--- config.mk ---
export PLATFORM = sky130hd
export DESIGN_NAME = csv_field_tokenizer_unit
export DESIGN_NICKNAME = d
export VERILOG_FILES = /design/src/rtl/core/csvft_pkg.sv /design/src/rtl/core/csv_field_tokenizer_unit.sv
export SDC_FILE = /design/constraint.sdc
export NUM_CORES = 1
export LEC_CHECK = 0
export CORE_MARGIN = 2
export CORE_UTILIZATION = 38
export DETAILED_ROUTE_END_ITERATION = 8
export DONT_BUFFER_PORTS = 1
export SYNTH_ARGS = -nofsm -noshare
export SYNTH_HDL_FRONTEND = slang
export SYNTH_SLANG_ARGS = --single-unit
--- constraint.sdc ---
create_clock -name clk_i -period 2.5 [get_ports clk_i]
set_input_delay 0 -clock clk_i [delete_from_list [all_inputs] [get_ports clk_i]]
set_output_delay 0 -clock clk_i [all_outputs]
set_load 0.01 [all_outputs]
--- src/rtl/core/csvft_pkg.sv ---
// ----------------------------------------------------------------------------
// csvft_pkg
// types and constants of the csv field tokenizer
// ----------------------------------------------------------------------------
package csvft_pkg;

  // operation codes of an input transaction
  localparam logic OP_BYTE = 1'b0;
  localparam logic OP_EOL  = 1'b1;

  // result kinds
  localparam logic [1:0] KIND_DATA  = 2'd0;
  localparam logic [1:0] KIND_FIELD = 2'd1;
  localparam logic [1:0] KIND_ROW   = 2'd2;
  localparam logic [1:0] KIND_ERROR = 2'd3;

  // byte order mark progress
  localparam logic [1:0] MARK_START = 2'd0;
  localparam logic [1:0] MARK_EF    = 2'd1;
  localparam logic [1:0] MARK_EFBB  = 2'd2;
  localparam logic [1:0] MARK_DONE  = 2'd3;

  // characters
  localparam logic [7:0] MARK_B0  = 8'hEF;
  localparam logic [7:0] MARK_B1  = 8'hBB;
  localparam logic [7:0] MARK_B2  = 8'hBF;
  localparam logic [7:0] CH_QUOTE = 8'h22;
  localparam logic [7:0] CH_COMMA = 8'h2C;
  localparam logic [7:0] CH_CR    = 8'h0D;
  localparam logic [7:0] CH_LF    = 8'h0A;

  // most results one input transaction can cause
  localparam int unsigned MaxResults = 3;

  typedef struct packed {
    logic       operation;
    logic [7:0] text_byte;
    logic       final_line;
  } in_item_t;

  typedef struct packed {
    logic [7:0] data_byte;
    logic [1:0] result_kind;
    logic       last_of_run;
  } out_item_t;

endpackage

--- src/rtl/core/csv_field_tokenizer_unit.sv ---
// ----------------------------------------------------------------------------
// csv_field_tokenizer_unit
// streaming csv tokenizer: quoting, field and row ends, byte order mark skip
// ----------------------------------------------------------------------------
// usage:
//   in channel (in_valid_i / in_ready_o / in_item_i) takes one text byte or
//   one end-of-line marker per transaction. out channel (out_valid_o /
//   out_ready_i / out_item_o) gives data bytes, field ends, row ends and the
//   unterminated quote error, with last_of_run on the final result of each
//   input transaction. an input that causes no result shows nothing.
// path: an accepted transaction is held in the input register, is decoded
//   into the result buffer, and its first result is shown from entry 0.
// throughput: one input per cycle while each input yields at most one
//   result and out_ready_i stays high; an input yielding more results
//   (at most three, when held mark bytes are released) holds back the next
//   input until the single result port drains the three-entry result buffer.
// reset: quote state cleared, mark check armed for a new file, both
//   registers empty.
// stall: when out_ready_i is low the result buffer holds, the input register
//   fills, and in_ready_o drops until the buffer can take the next input.
// ----------------------------------------------------------------------------
module csv_field_tokenizer_unit
  import csvft_pkg::*;
(
  input  logic      clk_i,
  input  logic      rst_ni,
  input  logic      in_valid_i,
  output logic      in_ready_o,
  input  in_item_t  in_item_i,
  output logic      out_valid_o,
  input  logic      out_ready_i,
  output out_item_t out_item_o
);

  // input register
  logic     item_valid_q, item_valid_d;
  in_item_t item_q;

  // tokenizer state
  logic       ins_q, ins_d;
  logic       qp_q, qp_d;
  logic [1:0] ms_q, ms_d;

  // result buffer, entry 0 is shown
  out_item_t res_q [MaxResults];
  out_item_t res_d [MaxResults];
  logic [1:0] cnt_q, cnt_d;

  logic in_fire, out_fire, load;

  // decode signals
  logic       do_release;
  logic [1:0] held_n;
  logic       emit_v;
  logic [7:0] emit_byte;
  logic [1:0] emit_kind;
  logic [1:0] new_n;
  logic       ins_v;
  logic       quote_taken;
  out_item_t  new_res [MaxResults];

  assign out_valid_o = (cnt_q != 2'd0);
  assign out_item_o  = res_q[0];
  assign out_fire    = out_valid_o && out_ready_i;
  assign load        = item_valid_q && ((cnt_q == 2'd0) || ((cnt_q == 2'd1) && out_fire));
  assign in_ready_o  = !item_valid_q || load;
  assign in_fire     = in_valid_i && in_ready_o;

  // per-item decode against current state
  always_comb begin
    ins_d       = ins_q;
    qp_d        = qp_q;
    ms_d        = ms_q;
    do_release  = 1'b0;
    emit_v      = 1'b0;
    emit_byte   = 8'd0;
    emit_kind   = KIND_DATA;
    ins_v       = ins_q;
    quote_taken = 1'b0;
    if (item_q.operation == OP_BYTE) begin
      if (ms_q == MARK_START && item_q.text_byte == MARK_B0) begin
        ms_d = MARK_EF;
      end else if (ms_q == MARK_EF && item_q.text_byte == MARK_B1) begin
        ms_d = MARK_EFBB;
      end else if (ms_q == MARK_EFBB && item_q.text_byte == MARK_B2) begin
        ms_d = MARK_DONE;
      end else begin
        do_release = 1'b1;
        ms_d       = MARK_DONE;
        // pending quote decides doubled or closing
        if (qp_q) begin
          qp_d = 1'b0;
          if (item_q.text_byte == CH_QUOTE) begin
            emit_v      = 1'b1;
            emit_byte   = CH_QUOTE;
            quote_taken = 1'b1;
          end else begin
            ins_v = 1'b0;
          end
        end
        if (!quote_taken) begin
          if (item_q.text_byte == CH_QUOTE) begin
            if (ins_v) begin
              qp_d = 1'b1;
            end else begin
              ins_v = 1'b1;
            end
          end else if (item_q.text_byte == CH_COMMA) begin
            emit_v = 1'b1;
            if (ins_v) begin
              emit_byte = CH_COMMA;
            end else begin
              emit_kind = KIND_FIELD;
            end
          end else if (item_q.text_byte != CH_CR) begin
            emit_v    = 1'b1;
            emit_byte = item_q.text_byte;
          end
        end
        ins_d = ins_v;
      end
    end else begin
      // end of line
      do_release = 1'b1;
      if (qp_q) begin
        qp_d  = 1'b0;
        ins_v = 1'b0;
      end
      emit_v = 1'b1;
      if (ins_v) begin
        if (item_q.final_line) begin
          emit_kind = KIND_ERROR;
          ins_v     = 1'b0;
        end else begin
          emit_byte = CH_LF;
        end
      end else begin
        emit_kind = KIND_ROW;
      end
      ins_d = ins_v;
      ms_d  = item_q.final_line ? MARK_START : MARK_DONE;
    end
  end

  // assemble released mark bytes and the final result
  always_comb begin
    held_n = 2'd0;
    if (do_release) begin
      unique case (ms_q)
        MARK_EF:   held_n = 2'd1;
        MARK_EFBB: held_n = 2'd2;
        default:   held_n = 2'd0;
      endcase
    end
    new_n = held_n + {1'b0, emit_v};
    for (int i = 0; i < MaxResults; i++) begin
      new_res[i] = '0;
      if (2'(i) < held_n) begin
        new_res[i].data_byte = (i == 0) ? MARK_B0 : MARK_B1;
      end else if (2'(i) == held_n && emit_v) begin
        new_res[i].data_byte   = emit_byte;
        new_res[i].result_kind = emit_kind;
      end
      new_res[i].last_of_run = (new_n != 2'd0) && (2'(i) == new_n - 2'd1);
    end
  end

  // result buffer next value
  always_comb begin
    cnt_d = cnt_q;
    for (int i = 0; i < MaxResults; i++) begin
      res_d[i] = res_q[i];
    end
    if (load) begin
      cnt_d = new_n;
      for (int i = 0; i < MaxResults; i++) begin
        res_d[i] = new_res[i];
      end
    end else if (out_fire) begin
      cnt_d = cnt_q - 2'd1;
      for (int i = 0; i < MaxResults - 1; i++) begin
        res_d[i] = res_q[i + 1];
      end
    end
  end

  assign item_valid_d = in_fire || (item_valid_q && !load);

  // control registers
  always_ff @(posedge clk_i or negedge rst_ni) begin
    if (!rst_ni) begin
      item_valid_q <= 1'b0;
      cnt_q        <= 2'd0;
      ins_q        <= 1'b0;
      qp_q         <= 1'b0;
      ms_q         <= MARK_START;
    end else begin
      item_valid_q <= item_valid_d;
      cnt_q        <= cnt_d;
      if (load) begin
        ins_q <= ins_d;
        qp_q  <= qp_d;
        ms_q  <= ms_d;
      end
    end
  end

  // payload registers
  always_ff @(posedge clk_i) begin
    if (in_fire) begin
      item_q <= in_item_i;
    end
    for (int i = 0; i < MaxResults; i++) begin
      res_q[i] <= res_d[i];
    end
  end

endmodule

==> results.py, run 1 <==
metrics = {
    "pwr": {
        "total_power_mw": 3.53,
        "seqPwrFrac_pct": 47.3,
        "p_sw_mw": 1.28,
        "p_clk_share_pct": 16.1,
        "leakage_nw": 0.980,
        "combPwrFrac_pct": 36.6,
        "swShare_pct": 36.4,
        "intPower_mw": 2.25,
        "power.density_cell_area_nw_per_um2": 1270,
        "ir_drop_uv": 425,
    },
    "placed_design": {
        "gp_congestion": 0.850,
        "dp_hpwl_mm": 3.53,
        "dp_cells": 282,
        "place_area_um2": 2530,
        "io_buffers": 0,
        "dpl_worst_slack_ps": 222,
    },
    "outcome": {
        "outcome": "complete, no violations",
    },
    "yosys": {
        "synth_edf_count": 43,
        "yosys-top-cells-area": "edfxtp_1 52%, dfrtp_1 7.0%, buf_4 3.3%, nand2_1 3.2%, nor2_1 3.2%",
        "synthCells": 214,
        "syn_avg_cell_area_um2": 11.6,
        "synth_cell_types": 49,
        "ys.flop_type": "edfxtp_1",
        "synth_top_cell_area_share_pct": 51.9,
        "async_flop_share_pct": 14.0,
        "yosysWarnings": 0,
        "synthesis.area_um2": 2490,
        "synth_nets": 231,
        "ys_seq_area_share_pct": 59.0,
        "yosysMostFrequentCell": "edfxtp_1",
        "synth_top_cell_by_area": "edfxtp_1",
        "ys_seq_elements": 50,
        "synth_common_cells": "43 x edfxtp_1, 21 x nand2_1, 21 x nor2_1, 11 x buf_4, 9 x o21ai_0",
    },
    "timing": {
        "rsz0062_at_grt": "no",
        "slew_headroom_pct": 62.4,
        "drv_slew": 0,
        "finalHoldViolations": 0,
        "min_period_ps": 2270,
        "setup_violations": 0,
        "tightest_slew_ps": 561,
        "max_freq_mhz": 441,
        "hold_ws_ps": 32.1,
        "clock_skew_ps": 9.47,
        "fin_ws_ps": 231,
        "setup_tns_ps": 0,
        "period_share_pct": 90.8,
    },
    "floorplan": {
        "start_util_pct": 39.2,
        "core_um2": 6350,
        "placementRows": 29,
        "die_h_um": 84.9,
        "ios": 27,
        "die_area_um2": 7210,
        "die_w_um": 84.9,
    },
    "global_routing": {
        "grt_pass1_wl_mm": 8.00,
        "grt_usage_pct": 14.2,
        "grt_overflow": 0,
        "antenna_found_initial": 0,
        "grt_pass1_vias": 1577,
        "grt_max_degree": 26,
    },
    "final_layout": {
        "antenna_cells": 0,
        "final_cells": 303,
        "layout-drive-gt1-share_pct": 10.2,
        "synthToLayoutAreaGrowth_pct": 11.7,
        "multi_input_area_um2": 880,
        "regArea_um2": 1470,
        "final_cell_area_um2": 2780,
        "postLayoutCoreUtil_pct": 43.7,
        "nets": 242,
        "fillCellCount": 592,
    },
    "clock_tree": {
        "cts_buffers": 5,
        "cts_tree": "built",
        "cts.clk_slew.worst_paths_ps": 90,
        "cts_sinks": 50,
        "clock-root-buffer": "clkbuf_8",
        "cts.htree.levels": 2,
        "cts_resized": 0,
        "cts_buffer_depth": 2,
        "clk_latency_ps": 310,
    },
    "critical_path": {
        "cp_max_fo": 8,
        "reg2reg_slack_ps": 230,
        "endpoint_kind": "flop",
        "reg2reg_depth": 8,
        "start_kind": "flop",
        "r2r_start": "item_q[7]",
        "r2r_end": "res_q[0][0]",
        "critical_path_arrival_ps": 2320,
        "critPathRequiredTime_ps": 2550,
        "path_class": "reg -> reg",
    },
    "run": {
        "maxCapViolCount": 0,
    },
    "route": {
        "drcViolationCount": 0,
        "routedWlPerCell_um": 15.8,
        "drt-total-wl_mm": 4.78,
        "viasPerCell": 5.62,
        "drt_iter0_markers": 186,
        "via_count": 1702,
        "firstDrtPassIters": 4,
        "ant_nets": 0,
    },
    "hold_path": {
        "min_path_type": "in -> async",
    },
}
-- worst max path at each step --
stage | from | end | slack (ps) | depth (start not counted)
2_1_floorplan | item_q[3] | res_q[0][11] | 410 | 7
3_3_place_gp | item_q[7] | res_q[0][11] | 310 | 8
3_5_place_dp | item_q[5] | res_q[0][0] | 220 | 8
4_1_cts | item_q[5] | res_q[0][0] | 210 | 8
5_1_grt | item_q[7] | res_q[0][0] | 30 | 8
6_report | item_q[7] | res_q[0][0] | 230 | 8
-- sequential cells by signal, summed over array words and instances, names as in the netlist --
register      count
cnt_q             2
ins_q             1
item_q           10
item_valid_q      1
ms_q              2
qp_q              1
res_q            33
-- power groups by stage --
| stage | combinational, mW | clock, mW | sequential [mW] |
|---|---|---|---|
| detailed placement | 1.28 | 0 | 1.69 |
| global placement | 1.26 | 0 | 1.68 |
| global route | 1.47 | 0.624 | 1.71 |
| floorplan | 1.15 | 0 | 1.59 |
| CTS | 1.31 | 0.588 | 1.67 |
| finish | 1.29 | 0.569 | 1.67 |
-- metal layers --
metal	vias to the layer above	share of wire, %	global-route usage (%)
li1	818	-	-
met1	832	48	19.8
met2	45	47	21.5
met3	7	3.6	3.11
met4	0	1.7	6.35
met5	-	0	0
-- what timing repair did --
item                      CTS  global route
hold buffers               13             0
buffers inserted            0             0
hold endpoints to repair   18             0
-- cells in the final DEF, fill, tap and decap left out, types with 4 or more instances in the layout --
cell           instances
nand3_1                7
nor3_1                 5
a211oi_1               5
o211ai_1               5
nor2b_1                4
a221o_1                5
a21oi_1                5
nand2b_1               7
buf_4                  9
o21ai_0                9
inv_1                  6
clkbuf_8               5
edfxtp_1              43
dfrtp_1                7
nor2_1                21
nand2_1               21
dlygate4sd3_1         13
-- layout make-up --
class	instances	share of cell area, %
multi-input combinational	140	31.7
sequential	50	52.8
clock buffer	5	2.48
timing repair buffer	22	7.12
clock inverter	3	1.62
tap	77	3.47
inverter	6	0.811
-- cells by family after synthesis --
| kind of cell | count (synthesis) | share of synthesized area [%] |
|---|---|---|
| AND/OR/NAND/NOR | 92 | 20.4 |
| flip-flops | 50 | 59.0 |
| AO/OA/AOI/OAI | 43 | 12.8 |
| buffers and inverters | 24 | 5.64 |
| adder cells (fa/ha/maj) | 3 | 1.51 |
| XOR/XNOR | 2 | 0.705 |
-- critical path, stage by stage, from the launching register on --
cell and delay [ps]:
edfxtp_1 500, or3b_4 430, a21oi_1 140, nor2_1 60, nor2_1 210, nor2_1 70
ha_1 210, xor2_1 270, o21ai_0 140
Note: power is estimated with default switching activity, not from simulation.
==> run 2, diff against run 1 <==
Settings changed: BUFFER_PORTS_ARGS set to -buffer_cell sky130_fd_sc_hd__buf_4, DONT_BUFFER_PORTS 1 to not set.
==> run 2 against run 1 <==
Net effect:
- flip-flop and latch count unchanged
- clock power up 17%
- worst hold slack worse by 9.5 ps
- first-iteration DRC count down 47%
- routed wire length up 0.52%
- clock skew down 1.1 ps
- register-to-register slack better by 20 ps
- sequential share of layout area down 3.6 points
- critical path depth unchanged
- final cell count up 8.3%
- design area up 7.3%
- critical path type unchanged
- critical endpoint unchanged
- largest cell class unchanged
==> results.py, run 2 (synthesis gave the netlist of run 1 again) <==
metrics = {
    "outcome": {
        "outcome": "complete, no violations",
    },
    "critical_path": {
        "path_class": "reg -> reg",
        "cp_max_fo": 6,
        "endpoint_kind": "flop",
        "critical_path_arrival_ps": 2310,
        "start_kind": "flop",
        "critPathRequiredTime_ps": 2560,
    },
    "placed_design": {
        "io_buffers": 26,
        "dpl_worst_slack_ps": 243,
        "gp_congestion": 0.811,
        "dp_cells": 308,
        "dp_hpwl_mm": 3.49,
    },
    "final_layout": {
        "synthToLayoutAreaGrowth_pct": 19.9,
        "final_cell_mix": "43 x edfxtp_1, 35 x buf_4, 21 x nor2_1, 21 x nand2_1, 12 x dlygate4sd3_1",
        "top_register": "res_q",
        "fillCellCount": 572,
        "largestRegisters": "res_q (33), item_q (10)",
        "layout-drive-gt1-share_pct": 19.1,
        "regArea_um2": 1470,
        "final_common_cell": "edfxtp_1",
        "antenna_cells": 0,
        "final_cells": 328,
        "largest_reg_flops": 33,
        "nets": 267,
        "multi_input_area_um2": 880,
    },
    "timing": {
        "setup_violations": 0,
        "clock_skew_ps": 8.39,
        "fin_ws_ps": 247,
        "rsz0062_at_grt": "no",
        "setup_tns_ps": 0,
        "period_share_pct": 90.1,
        "tightest_slew_ps": 592,
        "finalHoldViolations": 0,
        "slew_headroom_pct": 60.4,
        "max_freq_mhz": 444,
        "min_period_ps": 2250,
        "drv_slew": 0,
    },
    "clock_tree": {
        "clock-root-buffer": "clkbuf_8",
        "cts_sinks": 50,
        "clk_latency_ps": 310,
        "cts.htree.levels": 2,
        "cts.clk_slew.worst_paths_ps": 90,
        "cts_tree": "built",
        "cts_buffers": 5,
        "cts_buffer_depth": 2,
    },
    "global_routing": {
        "grt_usage_pct": 14.0,
        "antenna_found_initial": 0,
        "grt_pass1_vias": 1573,
        "grt_overflow": 0,
        "grt_pass1_wl_mm": 7.96,
        "grt_max_degree": 29,
    },
    "floorplan": {
        "core_um2": 6350,
        "ios": 27,
        "die_w_um": 84.9,
        "placementRows": 29,
        "die_area_um2": 7210,
        "die_h_um": 84.9,
        "start_util_pct": 39.2,
    },
    "route": {
        "routedWlPerCell_um": 14.7,
        "via_count": 1749,
        "drt-total-wl_mm": 4.81,
        "ant_nets": 0,
        "drt_iter0_markers": 99,
        "drcViolationCount": 0,
        "viasPerCell": 5.33,
        "firstDrtPassIters": 4,
    },
    "hold_path": {
        "min_path_type": "in -> reg",
    },
    "pwr": {
        "leakage_nw": 1.12,
        "power.density_cell_area_nw_per_um2": 1270,
        "total_power_mw": 3.78,
        "ir_drop_uv": 559,
    },
    "run": {
        "maxCapViolCount": 0,
    },
}
-- run 2: changes by cell type in the layout (fill, tap and decap cells not counted), sizes merged --
cell / previous run / this run
bufinv: 1 / 2
clkinv: 0 / 1
clkinvlp: 2 / 0
dlygate4sd3: 13 / 12
buf: 9 / 35
-- run 2: critical path, stage by stage, from the launching register on --
cell and delay (ps):
edfxtp_1 470, or3b_4 450, a21oi_1 130, nor2_1 60, nor2_1 210, nor2_1 70
ha_1 200, xor2_1 270, o21ai_0 130
-- run 2: final timing paths --
path                         startpoint      endpoint  slack, ps  depth (start not counted)
max                           item_q[5]   res_q[0][0]        250                          8
min                         out_ready_i  item_valid_q         20                          4
max reg2reg                   item_q[5]   res_q[0][0]        250                          8
min reg2reg                res_q[0][23]  res_q[0][12]        520                          2
max in group asynchronous        rst_ni       ms_q[0]       2330                          2
min in group asynchronous        rst_ni      cnt_q[1]         40                          2
-- run 2: metal layers --
layer  routed length, um  global-route usage, %
met2                2290                   21.6
met1                2270                   20.1
met3                 217                   2.92
met5                   0                      0
met4                  27                   3.90
-- run 2: per-stage QoR --
stage / util [%] / cell area, um2 / hold slack [ps]
after floorplan: - / 2490 / -296
after global placement: 43.0 / 2730 / -178
after detailed placement: 43.0 / 2730 / -177
after CTS: 46.9 / 2980 / 24.5
after global routing: 46.9 / 2980 / 28.2
final: 46.9 / 2980 / 22.6
-- run 2: layout make-up --
cell class                 instances  share of cell area, %
clock buffer                       5                   2.31
clock inverter                     3                   2.14
sequential                        50                   49.2
multi-input combinational        140                   29.5
timing repair buffer              47                   12.8
tap                               77                   3.23
inverter                           6                  0.756
-- run 2: timing repair --
action / CTS / global route
resized for setup: 0 / 0
setup endpoints to repair: 0 / 0
buffers inserted: 0 / 0
endpoints found under the hold margin: 18 / 0
hold buffers: 12 / 0
-- run 2: where the power goes --
group	switching [mW]	internal, mW	leakage (nW)
clock	0.267	0.396	0.0658
sequential	0.152	1.46	0.499
combinational	0.881	0.621	0.553
==> run 3, diff against run 2 <==
Settings changed: RECOVER_POWER set to 100.
==> run 3 against run 2 <==
Net effect:
- clock skew shrank 1.4 ps
- final cell count unchanged
- routed wire length rose by 0.21%
- design area decreased by 2.7%
- critical path depth did not move
- non-clock buffer count did not move
- sequential share of layout area up 1.4 points
- highest routed layer unchanged
- clock-buffer cell count unchanged
- largest power group unchanged
- critical path type unchanged
- die area stayed put
- register-to-register slack about the same
- power fell by 3.3%
==> results.py, run 3 (synthesis gave the netlist of run 1 again) <==
metrics = {
    "final_layout": {
        "largestRegisters": "res_q (33), item_q (10)",
        "largest_reg_flops": 33,
        "postLayoutCoreUtil_pct": 45.7,
        "nets": 267,
        "final_cell_area_um2": 2900,
        "layout-drive-gt1-share_pct": 11.2,
        "synthToLayoutAreaGrowth_pct": 16.7,
        "final_common_cell": "edfxtp_1",
        "final_cell_mix": "43 x edfxtp_1, 21 x nor2_1, 21 x nand2_1, 18 x clkbuf_1, 12 x dlygate4sd3_1",
        "antenna_cells": 0,
        "top_register": "res_q",
    },
    "timing": {
        "setup_violations": 0,
        "drv_slew": 0,
        "setup_tns_ps": 0,
        "clock_skew_ps": 6.99,
        "hold_ws_ps": 19.7,
        "min_period_ps": 2270,
        "finalHoldViolations": 0,
        "rsz0062_at_grt": "no",
        "tightest_slew_ps": 641,
        "period_share_pct": 90.7,
        "slew_headroom_pct": 57.3,
        "max_freq_mhz": 441,
    },
    "global_routing": {
        "grt_util_met2_pct": 21.6,
        "grt_overflow": 0,
        "grt_pass1_wl_mm": 7.96,
        "gr-usage-met3_pct": 2.92,
        "grt_usage_pct": 14.0,
        "grt_pass1_vias": 1573,
        "gr-max-usage-layer": "met2",
        "met1_usage_pct": 20.1,
        "grt_max_degree": 29,
        "antenna_found_initial": 0,
    },
    "pwr": {
        "power.density_cell_area_nw_per_um2": 1260,
        "leakage_nw": 1.05,
        "ir_drop_uv": 503,
    },
    "critical_path": {
        "r2r_end": "res_q[0][0]",
        "endpoint_kind": "flop",
        "r2r_start": "item_q[5]",
        "reg2reg_slack_ps": 230,
        "path_class": "reg -> reg",
        "critPathRequiredTime_ps": 2560,
        "cp_slowest_stage_delay_ps": 470,
        "start_kind": "flop",
        "reg2reg_depth": 8,
        "cp_max_fo": 6,
        "cp_common_cell": "nor2_1",
        "cp_slowest_cell": "edfxtp_1",
        "critical_path_arrival_ps": 2320,
        "cp_cell_sequence": "or3b_1 > a21oi_1 > nor2_1 > nor2_1 > nor2_1 > ha_1 > xor2_1 > o21ai_0",
    },
    "clock_tree": {
        "clk_latency_ps": 310,
        "cts_sinks": 50,
        "cts.htree.levels": 2,
        "cts_buffers": 5,
        "cts_buffer_depth": 2,
        "cts.clk_slew.worst_paths_ps": 90,
        "cts_tree": "built",
        "clock-root-buffer": "clkbuf_8",
        "cts_resized": 0,
    },
    "placed_design": {
        "dp_hpwl_mm": 3.49,
        "gp_congestion": 0.811,
        "place_area_um2": 2730,
        "io_buffers": 26,
    },
    "route": {
        "drt_iter0_markers": 90,
        "viasPerCell": 5.34,
        "firstDrtPassIters": 4,
        "drt-total-wl_mm": 4.82,
        "ant_nets": 0,
        "via_count": 1750,
        "routedWlPerCell_um": 14.7,
        "drcViolationCount": 0,
    },
    "floorplan": {
        "placementRows": 29,
        "die_area_um2": 7210,
        "die_h_um": 84.9,
        "ios": 27,
        "core_um2": 6350,
        "start_util_pct": 39.2,
        "die_w_um": 84.9,
    },
    "hold_path": {
        "holdCritStartpoint": "out_ready_i",
        "holdPathEnd": "item_valid_q",
        "min_path_type": "in -> reg",
        "hold_depth": 4,
    },
    "run": {
        "maxCapViolCount": 0,
    },
    "outcome": {
        "outcome": "complete, no violations",
    },
}
==> run 3: metrics by stage <==
step	cells	worst slack [ps]	power [mW]
6_report	328	232	3.65
5_1_grt	328	78.1	3.91
4_1_cts	328	235	3.81
3_5_place_dp	308	243	3.13
3_3_place_gp	308	278	3.11
2_1_floorplan	214	406	2.74
==> run 3: repair_timing <==
item / CTS / global route
hold endpoints to repair: 18 / 0
buffers inserted: 0 / 0
hold buffers: 12 / 0
==> run 3: worst max-delay path by stage <==
stage	startpoint	endpoint	slack, ps
finish	item_q[5]	res_q[0][0]	230
global route	item_q[5]	res_q[0][0]	80
CTS	item_q[5]	res_q[0][0]	240
detailed placement	item_q[5]	res_q[0][0]	240
global placement	item_q[3]	res_q[0][0]	280
floorplan	item_q[3]	res_q[0][11]	410
==> run 3: metal layers <==
layer	vias to the layer above	wire length [um]
met5	-	0
li1	868	-
met2	49	2250
met4	0	27
met3	2	215
met1	831	2320
==> run 3: power by group <==
group          switching, mW  internal (mW)  leakage (nW)  total (mW)
clock                  0.267          0.396        0.0658       0.662
combinational          0.879          0.496         0.481        1.38
sequential             0.151           1.46         0.499        1.61
==> run 3: layout make-up <==
type                    count  area, um2
well taps                  77       96.3
inverters                   6       22.5
flip-flops and latches     50       1470
multi-input cells         140        872
repair buffers             47        310
fillers                   582       3450
clock inverters             3       63.8
clock buffers               5       68.8
==> run 3: worst max-delay path, delay by kind of cell, from the launching register on <==
| kind | cells | cell delay, ps |
|---|---|---|
| AO/OA/AOI/OAI | 2 | 270 |
| XOR/XNOR | 1 | 280 |
| AND/OR/NAND/NOR | 4 | 800 |
| flip-flops | 1 | 470 |
| adder cells (fa/ha/maj) | 1 | 200 |
